**config.mk**
```make
export PLATFORM = sky130hd
export DESIGN_NAME = one_button_mode_controller
export DESIGN_NICKNAME = d
export VERILOG_FILES = /design/src/rtl/obmc_pkg.sv /design/src/rtl/one_button_mode_controller.sv
export SDC_FILE = /design/constraint.sdc
export NUM_CORES = 1
export LEC_CHECK = 0
export BUFFER_PORTS_ARGS = -buffer_cell sky130_fd_sc_hd__buf_2
export CORE_ASPECT_RATIO = 0.9
export CORE_MARGIN = 8
export CORE_UTILIZATION = 55
export DETAILED_ROUTE_END_ITERATION = 10
export MAX_ROUTING_LAYER = met4
export PLACE_DENSITY_LB_ADDON = 0.1
export SETUP_SLACK_MARGIN = 0.4
export SYNTH_ARGS = -nofsm -noshare
export SYNTH_HDL_FRONTEND = slang
export SYNTH_SLANG_ARGS = --single-unit
export TNS_END_PERCENT = 50
```
**constraint.sdc**
```tcl
create_clock -name clock -period 3.7 [get_ports clock]
set_input_delay 0.74 -clock clock [delete_from_list [all_inputs] [get_ports clock]]
set_output_delay 0.74 -clock clock [all_outputs]
set_load 0.005 [all_outputs]
```
**src/rtl/obmc_pkg.sv**
```systemverilog
// ----------------------------------------------------------------------------
// One-button mode controller package
// Widths, mode and event codes, register indexes and reset values.
// ----------------------------------------------------------------------------
`timescale 1ns / 1ps

package obmc_pkg;

   localparam int MODE_W      = 3;
   localparam int EVENT_W     = 3;
   localparam int CSR_INDEX_W = 3;
   localparam int CSR_DATA_W  = 8;
   localparam int COUNT_W     = 8;

   // Mode codes.
   localparam logic [MODE_W-1:0] MODE_OFF  = 3'd0;
   localparam logic [MODE_W-1:0] MODE_TIME = 3'd1;
   localparam logic [MODE_W-1:0] MODE_HOUR = 3'd2;
   localparam logic [MODE_W-1:0] MODE_MIN  = 3'd3;
   localparam logic [MODE_W-1:0] MODE_SEC  = 3'd4;

   // Event codes.
   localparam logic [EVENT_W-1:0] EV_NONE  = 3'd0;
   localparam logic [EVENT_W-1:0] EV_FAST  = 3'd1;
   localparam logic [EVENT_W-1:0] EV_FOUR  = 3'd2;
   localparam logic [EVENT_W-1:0] EV_EIGHT = 3'd3;
   localparam logic [EVENT_W-1:0] EV_IDLE  = 3'd4;

   // Input operation codes.
   localparam logic OP_BLINK  = 1'b0;
   localparam logic OP_SAMPLE = 1'b1;

   // LED selection mask.
   localparam int LED_RED_BIT   = 0;
   localparam int LED_GREEN_BIT = 1;
   localparam logic [1:0] LED_NONE  = 2'b00;
   localparam logic [1:0] LED_RED   = 2'b01;
   localparam logic [1:0] LED_GREEN = 2'b10;
   localparam logic [1:0] LED_BOTH  = 2'b11;

   // Register indexes.
   localparam logic [CSR_INDEX_W-1:0] CSR_FAST_PRESS_LIMIT   = 3'd0;
   localparam logic [CSR_INDEX_W-1:0] CSR_LONG_PRESS_LIMIT   = 3'd1;
   localparam logic [CSR_INDEX_W-1:0] CSR_IDLE_LIMIT         = 3'd2;
   localparam logic [CSR_INDEX_W-1:0] CSR_BLINK_PERIOD       = 3'd3;
   localparam logic [CSR_INDEX_W-1:0] CSR_ON_TICKS_SHOW_TIME = 3'd4;
   localparam logic [CSR_INDEX_W-1:0] CSR_ON_TICKS_ADJUST    = 3'd5;
   localparam logic [CSR_INDEX_W-1:0] CSR_ON_TICKS_SECONDS   = 3'd6;

   // Register reset values.
   localparam logic [CSR_DATA_W-1:0] RST_FAST_PRESS_LIMIT   = 8'd50;
   localparam logic [CSR_DATA_W-1:0] RST_LONG_PRESS_LIMIT   = 8'd100;
   localparam logic [CSR_DATA_W-1:0] RST_IDLE_LIMIT         = 8'd250;
   localparam logic [CSR_DATA_W-1:0] RST_BLINK_PERIOD       = 8'd20;
   localparam logic [CSR_DATA_W-1:0] RST_ON_TICKS_SHOW_TIME = 8'd18;
   localparam logic [CSR_DATA_W-1:0] RST_ON_TICKS_ADJUST    = 8'd10;
   localparam logic [CSR_DATA_W-1:0] RST_ON_TICKS_SECONDS   = 8'd2;

   // Press counts at which the warning flash toggles the LEDs.
   localparam logic [COUNT_W-1:0] WARN_OFF_FIRST = 8'd46;
   localparam logic [COUNT_W-1:0] WARN_ON        = 8'd48;
   localparam logic [COUNT_W-1:0] WARN_OFF_LAST  = 8'd50;

   typedef struct packed {
      logic               red_led;
      logic               green_led;
      logic [MODE_W-1:0]  mode;
      logic [EVENT_W-1:0] event_code;
   } rsp_type;

endpackage

```
**src/rtl/one_button_mode_controller.sv**
```systemverilog
// Each result beat is registered: it enters the output register, or the skid entry while rsp is stalled.
// Throughput: one request beat per cycle while req_stall is low.
// A two-entry output buffer lets one more request in while a result is stalled.
// Reset is synchronous and active high; it restores all register reset values,
// puts the controller in off mode and empties the output buffer.
// ----------------------------------------------------------------------------
// One-button mode controller
// Press timing, inactivity detection, five-mode machine and LED blink control.
// ----------------------------------------------------------------------------
`timescale 1ns / 1ps

module one_button_mode_controller (
   input  logic                                 clock,
   input  logic                                 reset,
   input  logic                                 req_valid,
   output logic                                 req_stall,
   input  logic                                 req_op,
   input  logic                                 req_button_pressed,
   output logic                                 rsp_valid,
   input  logic                                 rsp_stall,
   output logic                                 rsp_red_led,
   output logic                                 rsp_green_led,
   output logic [obmc_pkg::MODE_W-1:0]          rsp_mode,
   output logic [obmc_pkg::EVENT_W-1:0]         rsp_event_code,
   input  logic                                 csr_write_en,
   input  logic [obmc_pkg::CSR_INDEX_W-1:0]     csr_index,
   input  logic [obmc_pkg::CSR_DATA_W-1:0]      csr_wdata
);
   import obmc_pkg::*;

   // Configuration registers.
   logic [CSR_DATA_W-1:0] fast_limit_ff, long_limit_ff, idle_limit_ff, blink_period_ff;
   logic [CSR_DATA_W-1:0] on_show_ff, on_adjust_ff, on_seconds_ff;

   // Controller state.
   logic [MODE_W-1:0]  mode_ff, mode_in;
   logic               red_ff, red_in;
   logic               green_ff, green_in;
   logic [COUNT_W-1:0] blink_count_ff, blink_count_in;
   logic [COUNT_W-1:0] on_ticks_ff, on_ticks_in;
   logic [1:0]         blink_leds_ff, blink_leds_in;
   logic [COUNT_W-1:0] press_count_ff, press_count_in;
   logic [COUNT_W-1:0] idle_count_ff, idle_count_in;
   logic               sampler_on_ff, sampler_on_in;

   // Output buffer.
   logic    rsp_valid_ff, skid_valid_ff;
   rsp_type rsp_data_ff, skid_data_ff;

   logic               accept, pop;
   logic               raise;
   logic [EVENT_W-1:0] ev;
   logic [MODE_W-1:0]  target_mode;
   logic [COUNT_W:0]   blink_next;
   rsp_type            result;

   function automatic logic [EVENT_W-1:0] sort_event(
      input logic [COUNT_W-1:0] press,
      input logic [COUNT_W-1:0] idle,
      input logic [CSR_DATA_W-1:0] fast_lim,
      input logic [CSR_DATA_W-1:0] long_lim,
      input logic [CSR_DATA_W-1:0] idle_lim
   );
      logic [EVENT_W-1:0] code;
      if (idle >= idle_lim) begin
         code = EV_IDLE;
      end else if (press != '0 && press < fast_lim) begin
         code = EV_FAST;
      end else if (press >= fast_lim && press < long_lim) begin
         code = EV_FOUR;
      end else begin
         code = EV_EIGHT;
      end
      return code;
   endfunction

   function automatic logic [MODE_W-1:0] step_mode(
      input logic [MODE_W-1:0]  cur,
      input logic [EVENT_W-1:0] code
   );
      logic [MODE_W-1:0] nxt;
      nxt = cur;
      case (cur)
         MODE_OFF: begin
            if (code == EV_FOUR) nxt = MODE_TIME;
         end
         MODE_TIME: begin
            if (code == EV_FOUR) nxt = MODE_HOUR;
            else if (code == EV_EIGHT) nxt = MODE_OFF;
            else if (code == EV_FAST) nxt = MODE_SEC;
         end
         MODE_HOUR: begin
            if (code == EV_FOUR) nxt = MODE_MIN;
            else if (code == EV_EIGHT) nxt = MODE_OFF;
            else if (code == EV_IDLE) nxt = MODE_TIME;
         end
         MODE_MIN: begin
            if (code inside {EV_FOUR, EV_IDLE}) nxt = MODE_TIME;
            else if (code == EV_EIGHT) nxt = MODE_OFF;
         end
         MODE_SEC: begin
            if (code == EV_EIGHT) nxt = MODE_OFF;
            else if (code == EV_FAST) nxt = MODE_TIME;
         end
         default: begin
            nxt = cur;
         end
      endcase
      return nxt;
   endfunction

   assign req_stall = skid_valid_ff;
   assign accept    = req_valid && !req_stall;
   assign pop       = rsp_valid_ff && !rsp_stall;

   always_ff @(posedge clock) begin
      if (reset) begin
         fast_limit_ff   <= RST_FAST_PRESS_LIMIT;
         long_limit_ff   <= RST_LONG_PRESS_LIMIT;
         idle_limit_ff   <= RST_IDLE_LIMIT;
         blink_period_ff <= RST_BLINK_PERIOD;
         on_show_ff      <= RST_ON_TICKS_SHOW_TIME;
         on_adjust_ff    <= RST_ON_TICKS_ADJUST;
         on_seconds_ff   <= RST_ON_TICKS_SECONDS;
      end else if (csr_write_en) begin
         case (csr_index)
            CSR_FAST_PRESS_LIMIT:   fast_limit_ff   <= csr_wdata;
            CSR_LONG_PRESS_LIMIT:   long_limit_ff   <= csr_wdata;
            CSR_IDLE_LIMIT:         idle_limit_ff   <= csr_wdata;
            CSR_BLINK_PERIOD:       blink_period_ff <= csr_wdata;
            CSR_ON_TICKS_SHOW_TIME: on_show_ff      <= csr_wdata;
            CSR_ON_TICKS_ADJUST:    on_adjust_ff    <= csr_wdata;
            CSR_ON_TICKS_SECONDS:   on_seconds_ff   <= csr_wdata;
            default: begin
            end
         endcase
      end
   end

   always_comb begin
      mode_in        = mode_ff;
      red_in         = red_ff;
      green_in       = green_ff;
      blink_count_in = blink_count_ff;
      on_ticks_in    = on_ticks_ff;
      blink_leds_in  = blink_leds_ff;
      press_count_in = press_count_ff;
      idle_count_in  = idle_count_ff;
      sampler_on_in  = sampler_on_ff;
      raise          = 1'b0;
      ev             = EV_NONE;
      target_mode    = mode_ff;
      // One bit wider so that a count of 255 plus one still ends the cycle.
      blink_next     = {1'b0, blink_count_ff} + {{COUNT_W{1'b0}}, 1'b1};

      if (accept) begin
         if (req_op == OP_BLINK) begin
            if (mode_ff != MODE_OFF) begin
               if (blink_next <= {1'b0, on_ticks_ff}) begin
                  if (blink_leds_ff[LED_RED_BIT]) red_in = 1'b1;
                  if (blink_leds_ff[LED_GREEN_BIT]) green_in = 1'b1;
                  blink_count_in = blink_next[COUNT_W-1:0];
               end else if (blink_next < {1'b0, blink_period_ff}) begin
                  if (blink_leds_ff[LED_RED_BIT]) red_in = 1'b0;
                  if (blink_leds_ff[LED_GREEN_BIT]) green_in = 1'b0;
                  blink_count_in = blink_next[COUNT_W-1:0];
               end else begin
                  blink_count_in = '0;
               end
            end
         end else if (!sampler_on_ff) begin
            // The waking sample is not counted.
            if (req_button_pressed) sampler_on_in = 1'b1;
         end else if (req_button_pressed) begin
            idle_count_in  = '0;
            press_count_in = press_count_ff + 8'd1;
            if (press_count_in == WARN_OFF_FIRST || press_count_in == WARN_OFF_LAST) begin
               red_in   = 1'b0;
               green_in = 1'b0;
            end else if (press_count_in == WARN_ON) begin
               red_in   = 1'b1;
               green_in = 1'b1;
            end
            raise = (press_count_in == long_limit_ff);
         end else begin
            idle_count_in = idle_count_ff + 8'd1;
            raise = (idle_count_in == idle_limit_ff) || (press_count_ff != '0);
         end

         if (raise) begin
            ev = sort_event(press_count_in, idle_count_in, fast_limit_ff, long_limit_ff,
                            idle_limit_ff);
            target_mode    = step_mode(mode_ff, ev);
            red_in         = 1'b0;
            green_in       = 1'b0;
            blink_count_in = '0;
            press_count_in = '0;
            idle_count_in  = '0;
            mode_in        = target_mode;
            case (target_mode)
               MODE_TIME: begin
                  blink_leds_in = LED_BOTH;
                  on_ticks_in   = on_show_ff;
               end
               MODE_HOUR: begin
                  blink_leds_in = LED_RED;
                  on_ticks_in   = on_adjust_ff;
               end
               MODE_MIN: begin
                  blink_leds_in = LED_GREEN;
                  on_ticks_in   = on_adjust_ff;
               end
               MODE_SEC: begin
                  blink_leds_in = LED_BOTH;
                  on_ticks_in   = on_seconds_ff;
               end
               default: begin
                  mode_in       = MODE_OFF;
                  blink_leds_in = LED_NONE;
                  sampler_on_in = 1'b0;
               end
            endcase
         end
      end

      result.red_led    = red_in;
      result.green_led  = green_in;
      result.mode       = mode_in;
      result.event_code = ev;
   end

   always_ff @(posedge clock) begin
      if (reset) begin
         mode_ff        <= MODE_OFF;
         red_ff         <= 1'b0;
         green_ff       <= 1'b0;
         blink_count_ff <= '0;
         on_ticks_ff    <= '0;
         blink_leds_ff  <= LED_NONE;
         press_count_ff <= '0;
         idle_count_ff  <= '0;
         sampler_on_ff  <= 1'b0;
      end else begin
         mode_ff        <= mode_in;
         red_ff         <= red_in;
         green_ff       <= green_in;
         blink_count_ff <= blink_count_in;
         on_ticks_ff    <= on_ticks_in;
         blink_leds_ff  <= blink_leds_in;
         press_count_ff <= press_count_in;
         idle_count_ff  <= idle_count_in;
         sampler_on_ff  <= sampler_on_in;
      end
   end

   // The skid entry fills only while the output beat is stalled, and it
   // always moves up before a new request is taken, so order is kept.
   always_ff @(posedge clock) begin
      if (reset) begin
         rsp_valid_ff  <= 1'b0;
         skid_valid_ff <= 1'b0;
      end else if (!rsp_valid_ff || pop) begin
         if (skid_valid_ff) begin
            rsp_valid_ff  <= 1'b1;
            skid_valid_ff <= 1'b0;
         end else begin
            rsp_valid_ff <= accept;
         end
      end else if (accept) begin
         skid_valid_ff <= 1'b1;
      end
   end

   always_ff @(posedge clock) begin
      if (!rsp_valid_ff || pop) begin
         if (skid_valid_ff) begin
            rsp_data_ff <= skid_data_ff;
         end else if (accept) begin
            rsp_data_ff <= result;
         end
      end else if (accept) begin
         skid_data_ff <= result;
      end
   end

   assign rsp_valid      = rsp_valid_ff;
   assign rsp_red_led    = rsp_data_ff.red_led;
   assign rsp_green_led  = rsp_data_ff.green_led;
   assign rsp_mode       = rsp_data_ff.mode;
   assign rsp_event_code = rsp_data_ff.event_code;

endmodule

```
==> results.py, run 1 <==
metrics = {
    "synth": {
        "synth_seq_cells": 114,
        "syn_nets": 950,
        "async_flop_share_pct": 0,
        "synth_edf_count": 16,
        "synth_ff_type": "dfxtp_1",
        "ys_types": 72,
        "yosysWarnings": 0,
        "syn_avg_cell_area_um2": 7.80,
        "netlist_instances": 888,
        "syn_area_um2": 6930,
        "ys_seq_area_share_pct": 35.2,
    },
    "layout": {
        "area_growth_pct": 34.7,
        "diodes": 0,
        "fin_util_pct": 74.7,
        "layout-drive-gt1-share_pct": 27.2,
        "final_common_cell": "nand2_1",
        "mostFrequentLayoutCells": "nand2_1, buf_4, dfxtp_1",
        "design_area_um2": 9340,
        "final_nets": 1055,
    },
    "sta": {
        "fin_tns_setup_ns": -0.234,
        "fin_ws_ns": -0.0725,
        "setup_violations": 7,
        "finalMaxSlewViolations": 0,
        "finalCritPeriodShare_pct": 102,
        "tightest_slew_ns": 1.01,
        "min_period_ns": 3.77,
        "hold_viol": 0,
        "max_freq_ghz": 0.265,
        "grt_setup_unrepaired": "true",
        "maxSlewHeadroom_pct": 32.5,
        "fin_skew_ns": 0.00640,
    },
    "run": {
        "cap_violations": 0,
    },
    "outcome": {
        "violations": "setup timing",
        "status": "complete, but fails checks",
    },
    "detailed_routing": {
        "drt-total-wl_um": 22600,
        "wl_per_cell_um": 19.3,
        "vias_per_cell": 6.10,
        "dr.pass1.iters": 5,
        "drcViolationCount": 0,
        "first_iter_violations": 610,
        "antenna_left": 0,
        "dr_total_vias": 7141,
    },
    "worst_setup_path": {
        "max_stage_delay_ns": 0.50,
        "end_kind": "flip-flop",
        "cp_max_fo": 6,
        "ff2ff_path_depth": 18,
        "cp-start-kind": "flip-flop",
        "required_ns": 4.04,
        "critical_path_arrival_ns": 4.11,
        "critPathSlowestCell": "a2111oi_4",
        "path_cells": "ha_4, nand3_4, nor2_4, nor2_1, o21ai_1, o41ai_2, buf_4, ha_4, a2111o_1, a2111oi_4, nor2_4, buf_12, nor4_4, nor3_4, a31oi_4, buf_12, o21ai_1, a31oi_1",
        "worstSetupPathType": "reg2reg",
    },
    "grt": {
        "grt_pass1_vias": 6632,
        "gr-usage-all-layers_pct": 26.8,
        "grt_max_degree": 70,
        "gr-total-overflow": 0,
        "grt_pass1_wl_um": 34000,
        "antenna_found_initial": 0,
    },
    "floorplan": {
        "io-pin-count": 28,
        "die_w_um": 134,
        "die_h_um": 122,
        "num_rows": 39,
        "start_util_pct": 55.5,
        "coreArea_um2": 12500,
        "die_area_um2": 16500,
    },
    "placement": {
        "dp_hpwl_um": 14700,
        "routabilityCongestion": 0.958,
        "portBuffers": 27,
        "placed_cell_area_um2": 7690,
    },
    "power_and_ir_drop": {
        "p_per_area_nw_per_um2": 341,
        "total_power_mw": 3.18,
        "ir_worst_vdd_mv": 0.339,
        "p_leak_nw": 3.71,
    },
    "clocking": {
        "cts_tree": "done",
        "clk_pin_slew_ns": 0.06,
        "cts_root_buf": "clkbuf_16",
        "cts_max_level": 4,
        "cts_buffers": 17,
        "clock_latency_ns": 0.42,
        "cts.sinks": 114,
        "holdBufCountCts": 0,
        "clock_path_buffers": 2,
    },
    "hold_path": {
        "hold_path.class": "reg2reg",
        "min_path_cells": 2,
    },
}
[layout make-up]
cell class                      instances  area (µm²)
Clock buffer                           18         439
Clock inverter                         14         176
Fill cell                             922        3160
Inverter                               46         173
Multi-Input combinational cell        678        4770
Sequential cell                       114        2470
Tap cell                              164         205
Timing Repair Buffer                  136        1090
[through the flow]
step	hold slack, ns	setup slack (ns)	instances
after floorplan	0.433	0.0765	888
final	0.457	-0.0725	1170
after CTS	0.457	0.165	1155
after global routing	0.480	-0.203	1170
after global placement	0.443	-0.327	1100
after detailed placement	0.449	-0.403	1100
[power by group]
group | switching (mW) | leakage [nW] | internal [mW]
Sequential | 0.0159 | 0.954 | 1.27
Combinational | 0.122 | 2.46 | 0.0632
Clock | 0.623 | 0.298 | 1.08
[cell usage after synthesis, types with 11 or more instances]
cell | n | area, µm²
nand2_1 | 149 | 559
dfxtp_1 | 98 | 1960
nor2_1 | 89 | 334
a21oi_1 | 69 | 345
inv_1 | 46 | 173
ha_1 | 44 | 551
nand3_1 | 41 | 205
o21ai_0 | 41 | 205
clkbuf_1 | 29 | 109
nor3_1 | 18 | 90.1
nand2b_1 | 17 | 106
xnor2_1 | 17 | 149
edfxtp_1 | 16 | 480
buf_2 | 14 | 70.1
a22oi_1 | 12 | 90.1
xor2_1 | 12 | 105
nor2b_1 | 11 | 68.8
o211ai_1 | 11 | 82.6
[path summary, 6_finish.rpt]
kind / slack [ns] / startpoint / to
worst min register to register: 0.46 / blink_period_ff[3] / blink_period_ff[3]
worst min-delay path: 0.46 / blink_period_ff[3] / blink_period_ff[3]
worst max-delay path: -0.07 / idle_count_ff[0] / on_ticks_ff[4]
worst max register to register: -0.07 / idle_count_ff[0] / on_ticks_ff[4]
[worst max-delay path: cells and delay by family (launching register included)]
family | cells | cell delay [ns]
AOI/OAI and AO/OA | 7 | 1.72
adders and majority gates | 2 | 0.31
buffers and inverters | 3 | 0.47
DFF | 1 | 0.38
and+or+nand+nor | 6 | 0.82
[routing by layer]
metal | wire length [µm] | GRT usage, %
met5 | 0 | -
met4 | 913 | 11.8
met2 | 10400 | 40.7
met3 | 1380 | 4.66
met1 | 9940 | 34.3
[kinds of logic (layout without fill, tap and decap cells)]
| family | count (synthesis) | in the layout | synth area share [%] |
|---|---|---|---|
| flops | 114 | 114 | 35.2 |
| compound gates | 214 | 214 | 20.3 |
| mux | 5 | 5 | 0.758 |
| simple gates | 384 | 384 | 25.7 |
| buf+inv | 96 | 214 | 5.83 |
| xor+xnor | 31 | 31 | 4.23 |
| fa+ha+maj | 44 | 44 | 7.95 |
[what timing repair did]
action	in CTS	in global routing
buffers inserted	22	15
resized for setup	63	77
gates cloned	1	0
setup endpoints to repair	27	36
pin swaps	24	29
Power figures use the tool's default switching activity.
==> run 2, diff against run 1 <==
- RECOVER_POWER: not set -> 100
==> run 2 against run 1 <==
- the run ends with capacitance limit, slew limit, setup timing left
- setup slack gained 0.016 ns
- critical path depth is the same
- count of clock-buffer cells in the layout is the same
- final cell count is the same
- power is essentially flat
- sequential power is essentially flat
- global-route usage is the same
- critical path type unchanged
- critical endpoint unchanged
==> results.py, run 2 (same netlist as run 1, synthesis figures left out) <==
metrics = {
    "outcome": {
        "status": "complete, but fails checks",
        "violations": "capacitance limit, slew limit, setup timing",
    },
    "sta": {
        "min_period_ns": 3.76,
        "maxSlewHeadroom_pct": -1.47,
        "tightest_slew_ns": 1.52,
        "fin_ws_ns": -0.0563,
        "hold_viol": 0,
        "finalMaxSlewViolations": 70,
        "grt_setup_unrepaired": "true",
        "max_freq_ghz": 0.266,
        "whs_ns": 0.460,
        "finalCritPeriodShare_pct": 102,
        "fin_skew_ns": 0.00616,
        "setup_violations": 5,
    },
    "detailed_routing": {
        "dr.pass1.iters": 6,
        "dr_total_vias": 7126,
        "first_iter_violations": 637,
        "drt-total-wl_um": 22600,
        "antenna_left": 0,
        "wl_per_cell_um": 19.3,
        "drcViolationCount": 0,
        "vias_per_cell": 6.09,
    },
    "worst_setup_path": {
        "worstSetupPathType": "reg2reg",
        "required_ns": 4.04,
        "end_kind": "flip-flop",
        "path_cells": "ha_4, nand3_4, nor2_4, nor2_1, o21ai_1, o41ai_2, buf_4, ha_4, a2111o_1, a2111oi_4, nor2_4, buf_12, nor4_4, nor3_4, a31oi_4, buf_12, o21ai_1, a31oi_1",
        "cp_max_fo": 6,
        "cp-start-kind": "flip-flop",
        "critPathSlowestCell": "a2111oi_4",
        "critical_path_arrival_ns": 4.10,
        "max_stage_delay_ns": 0.50,
    },
    "layout": {
        "final_cell_count_no_fill": 1170,
        "area_growth_pct": 33.9,
        "mostFrequentLayoutCells": "nand2_1, dfxtp_1, buf_4",
        "layout-drive-gt1-share_pct": 25.4,
        "design_area_um2": 9280,
        "fin_util_pct": 74.2,
        "final_common_cell": "nand2_1",
        "final_nets": 1055,
        "nFillCells": 937,
        "diodes": 0,
    },
    "placement": {
        "placed_cell_area_um2": 7690,
        "routabilityCongestion": 0.958,
        "dpl.cell_count": 1100,
        "dp_hpwl_um": 14700,
        "portBuffers": 27,
    },
    "floorplan": {
        "die_w_um": 134,
        "start_util_pct": 55.5,
        "coreArea_um2": 12500,
        "num_rows": 39,
        "die_h_um": 122,
        "io-pin-count": 28,
        "die_area_um2": 16500,
    },
    "grt": {
        "gr-total-overflow": 0,
        "antenna_found_initial": 0,
        "grt_use_met3_pct": 4.66,
        "grt_pass1_vias": 6632,
        "met2_usage_pct": 40.7,
        "gr-usage-all-layers_pct": 26.8,
        "top_usage_layer": "met2",
        "grt_pass1_wl_um": 34000,
        "grt.met1_usage_pct": 34.3,
        "grt_max_degree": 70,
    },
    "clocking": {
        "holdBufCountCts": 0,
        "cts.sinks": 114,
        "clock_path_buffers": 2,
        "cts_max_level": 4,
        "cts_root_buf": "clkbuf_16",
        "clock_latency_ns": 0.42,
        "cts_buffers": 17,
        "cts_tree": "done",
        "clk_pin_slew_ns": 0.06,
    },
    "power_and_ir_drop": {
        "power.internal_mw": 2.42,
        "p_seq_share_pct": 40.5,
        "ir_worst_vdd_mv": 0.339,
        "clkPwrFrac_pct": 53.8,
        "switchingPower_uw": 763,
        "p_per_area_nw_per_um2": 343,
        "switching_share_pct": 24.0,
        "p_leak_nw": 3.66,
        "combPwrFrac_pct": 5.7,
        "total_power_mw": 3.18,
    },
    "hold_path": {
        "hold_path.class": "reg2reg",
    },
    "run": {
        "cap_violations": 1,
    },
}
-- run 2: cell count changes in the layout (fill, tap and decap cells not counted), moves of 2 or more --
| cell | before | now |
|---|---|---|
| buf_2 | 25 | 16 |
| clkbuf_2 | 0 | 2 |
| buf_4 | 90 | 84 |
| clkbuf_1 | 0 | 13 |
-- run 2: worst max-delay path, delay by kind of cell, from the launching register on --
kind            cells  cell delay (ns)
simple gates        6             0.79
flops               1             0.38
compound gates      7             1.72
fa+ha+maj           2             0.31
buf+inv             3             0.47
-- run 2: cell type report --
class                           instances  area (µm²)  share of cell area (%)
Multi-Input combinational cell        678        4740                    51.1
Sequential cell                       114        2470                    26.7
Timing Repair Buffer                  136        1060                    11.5
Clock buffer                           18         439                    4.73
Tap cell                              164         205                    2.21
Clock inverter                         14         176                    1.90
Inverter                               46         173                    1.86
-- run 2: path summary, 6_finish.rpt --
path	from	end	slack, ns	depth (start not counted)
max	idle_count_ff[0]	on_ticks_ff[4]	-0.06	18
min	blink_period_ff[3]	blink_period_ff[3]	0.46	2
max reg2reg	idle_count_ff[0]	on_ticks_ff[4]	-0.06	18
min reg2reg	blink_period_ff[3]	blink_period_ff[3]	0.46	2
-- run 2: power groups by stage --
stage          clock network [mW]  registers [mW]  logic [mW]
3_3_place_gp                    0            1.32       0.158
5_1_grt                      1.78            1.29       0.197
6_report                     1.71            1.29       0.182
3_5_place_dp                    0            1.32       0.161
2_1_floorplan                   0            1.31      0.0959
4_1_cts                      1.72            1.29       0.173
-- run 2: stage by stage --
stage                     setup WS [ns]  setup TNS [ns]
after floorplan                  0.0765               0
after global placement           -0.327           -4.75
after detailed placement         -0.403           -5.48
after CTS                         0.165               0
after global routing             -0.203           -1.62
final                           -0.0563          -0.132
-- run 2: timing repair --
action | CTS | global route
setup endpoints to repair | 27 | 36
cloned | 1 | 0
endpoints found under the hold margin | 0 | 0
gates resized for setup | 63 | 77
setup buffers | 22 | 15
pin swaps | 24 | 29
-- run 2: routing by layer --
layer	part of all wire, %	vias up
met5	0	-
met4	4.0	0
met3	7.3	80
met2	46	318
met1	43	3376
li1	-	3352
==> run 3, diff against run 2 <==
- CELL_PAD_IN_SITES_DETAIL_PLACEMENT: not set -> 0
- CELL_PAD_IN_SITES_GLOBAL_PLACEMENT: not set -> 1
- CORE_UTILIZATION: 55 -> 42
- CTS_BUF_LIST: not set -> sky130_fd_sc_hd__clkbuf_16
- SKIP_LAST_GASP: not set -> 1
==> run 3 against run 2 <==
- the flow finishes with violations (setup timing)
- sequential cell count stayed put
- register-to-register slack better by 0.05 ns
- fmax is 1.1% higher
- critical path type is now in2reg
- critical endpoint is now on_ticks_ff[2]
- largest power group unchanged
==> results.py, run 3 (same netlist as run 1, synthesis figures left out) <==
metrics = {
    "outcome": {
        "status": "complete, but fails checks",
        "violations": "setup timing",
    },
    "clocking": {
        "cts.sinks": 114,
        "clock_latency_ns": 0.42,
        "clk_pin_slew_ns": 0.06,
        "cts_buffers": 17,
        "holdBufCountCts": 0,
        "cts_max_level": 4,
        "clock_path_buffers": 2,
        "cts_root_buf": "clkbuf_16",
        "cts_tree": "done",
    },
    "layout": {
        "final_common_cell": "nand2_1",
        "mostFrequentLayoutCells": "nand2_1, dfxtp_1, nor2_1, buf_4, a21oi_1",
        "fin_util_pct": 57.5,
        "final_cell_count_no_fill": 1221,
        "nFillCells": 1486,
        "area_growth_pct": 33.8,
        "diodes": 0,
        "design_area_um2": 9270,
        "layout-drive-gt1-share_pct": 25.4,
        "final_nets": 1063,
    },
    "placement": {
        "post-place-ws_ns": -0.488,
        "placed_cell_area_um2": 7760,
        "dpl.cell_count": 1145,
        "dp_hpwl_um": 15000,
        "portBuffers": 27,
        "routabilityCongestion": 0.888,
    },
    "worst_setup_path": {
        "cp-start-kind": "input port",
        "worstSetupPathType": "in2reg",
        "end_kind": "flip-flop",
        "critPathSlowestCell": "a2111oi_4",
        "r2r_start": "idle_count_ff[0]",
        "path_cells": "buf_8, nand2_4, or2_4, nor2_4, a21oi_2, ha_1, nand2b_1, a211o_1, a2111oi_4, buf_4, o21ai_2, o32ai_2, o21ai_4, a31oi_4, buf_12, buf_16, buf_6, a31oi_1",
        "startpoint": "req_op",
        "cp_max_fo": 7,
        "required_ns": 4.00,
        "ff2ff_path_depth": 18,
        "max_stage_delay_ns": 0.43,
        "critical_path_arrival_ns": 4.01,
    },
    "power_and_ir_drop": {
        "ir_worst_vdd_mv": 0.315,
        "p_per_area_nw_per_um2": 329,
        "total_power_mw": 3.05,
        "p_leak_nw": 3.76,
    },
    "detailed_routing": {
        "first_iter_violations": 434,
        "drcViolationCount": 0,
        "drt-total-wl_um": 21900,
        "antenna_left": 0,
        "dr_total_vias": 6870,
        "dr.pass1.iters": 5,
        "wl_per_cell_um": 17.9,
        "vias_per_cell": 5.63,
    },
    "floorplan": {
        "io-pin-count": 28,
        "die_area_um2": 20900,
        "die_w_um": 151,
        "num_rows": 44,
        "start_util_pct": 43.0,
        "coreArea_um2": 16100,
        "die_h_um": 138,
    },
    "grt": {
        "gr-total-overflow": 0,
        "grt_pass1_vias": 6531,
        "grt_pass1_wl_um": 34400,
        "met2_usage_pct": 33.1,
        "grt_use_met3_pct": 4.37,
        "grt_max_degree": 70,
        "gr-usage-all-layers_pct": 21.7,
        "grt.met1_usage_pct": 27.8,
        "antenna_found_initial": 0,
        "top_usage_layer": "met2",
    },
    "sta": {
        "setup_violations": 2,
        "hold_viol": 0,
        "grt_setup_unrepaired": "true",
        "maxSlewHeadroom_pct": 36.8,
        "finalMaxSlewViolations": 0,
        "max_freq_ghz": 0.269,
        "fin_ws_ns": -0.0160,
        "fin_skew_ns": 0.0114,
        "whs_ns": 0.456,
        "min_period_ns": 3.72,
        "fin_tns_setup_ns": -0.0242,
        "finalCritPeriodShare_pct": 100,
        "tightest_slew_ns": 0.947,
    },
    "run": {
        "cap_violations": 0,
    },
    "hold_path": {
        "hp-start": "blink_period_ff[1]",
        "min_path_cells": 2,
        "hold_path.class": "reg2reg",
    },
}
[run 3: cell count changes in the layout (fill, tap and decap cells not counted), moves of 4 or more]
cell	previous run	this run
buf_4	84	80
buf_6	15	34
clkbuf_1	13	7
dfxtp_4	8	4
ha_1	32	39
ha_4	11	2
[run 3: final timing paths]
kind | endpoint | slack [ns]
setup reg to reg | on_ticks_ff[2] | -0.01
setup / recovery | on_ticks_ff[2] | -0.02
hold / removal | blink_period_ff[1] | 0.46
hold reg to reg | blink_period_ff[1] | 0.46
[run 3: per-layer routing]
| metal | part of all wire [%] | wire length [µm] |
|---|---|---|
| met2 | 46 | 10100 |
| met5 | 0 | 0 |
| met1 | 46 | 10200 |
| met3 | 5.0 | 1090 |
| met4 | 2.3 | 499 |
[run 3: final cells by class]
type	count	area (µm²)	area share [%]
multi-input combinational	678	4630	49.9
clock inverter	14	111	1.20
sequential	114	2460	26.6
timing repair buffer	144	1190	12.8
tap	207	259	2.79
inverter	46	173	1.86
clock buffer	18	450	4.86
[run 3: repair_timing]
item | CTS | global route
endpoints found under the setup margin | 34 | 46
setup buffers | 31 | 12
pin swaps | 27 | 31
resized for setup | 72 | 66
gates cloned | 1 | 0
[run 3: worst max-delay path, delay by kind of cell]
kind / cells / cell delay [ns]
buffers and inverters: 5 / 0.63
AO/OA/AOI/OAI: 8 / 1.73
AND/OR/NAND/NOR: 4 / 0.59
adder cells (fa/ha/maj): 1 / 0.30
[run 3: where the power goes]
part	total (mW)	switching (mW)	internal, mW
clock network	1.57	0.612	0.955
logic	0.195	0.124	0.0705
registers	1.29	0.0153	1.28
total	3.05	0.751	2.30
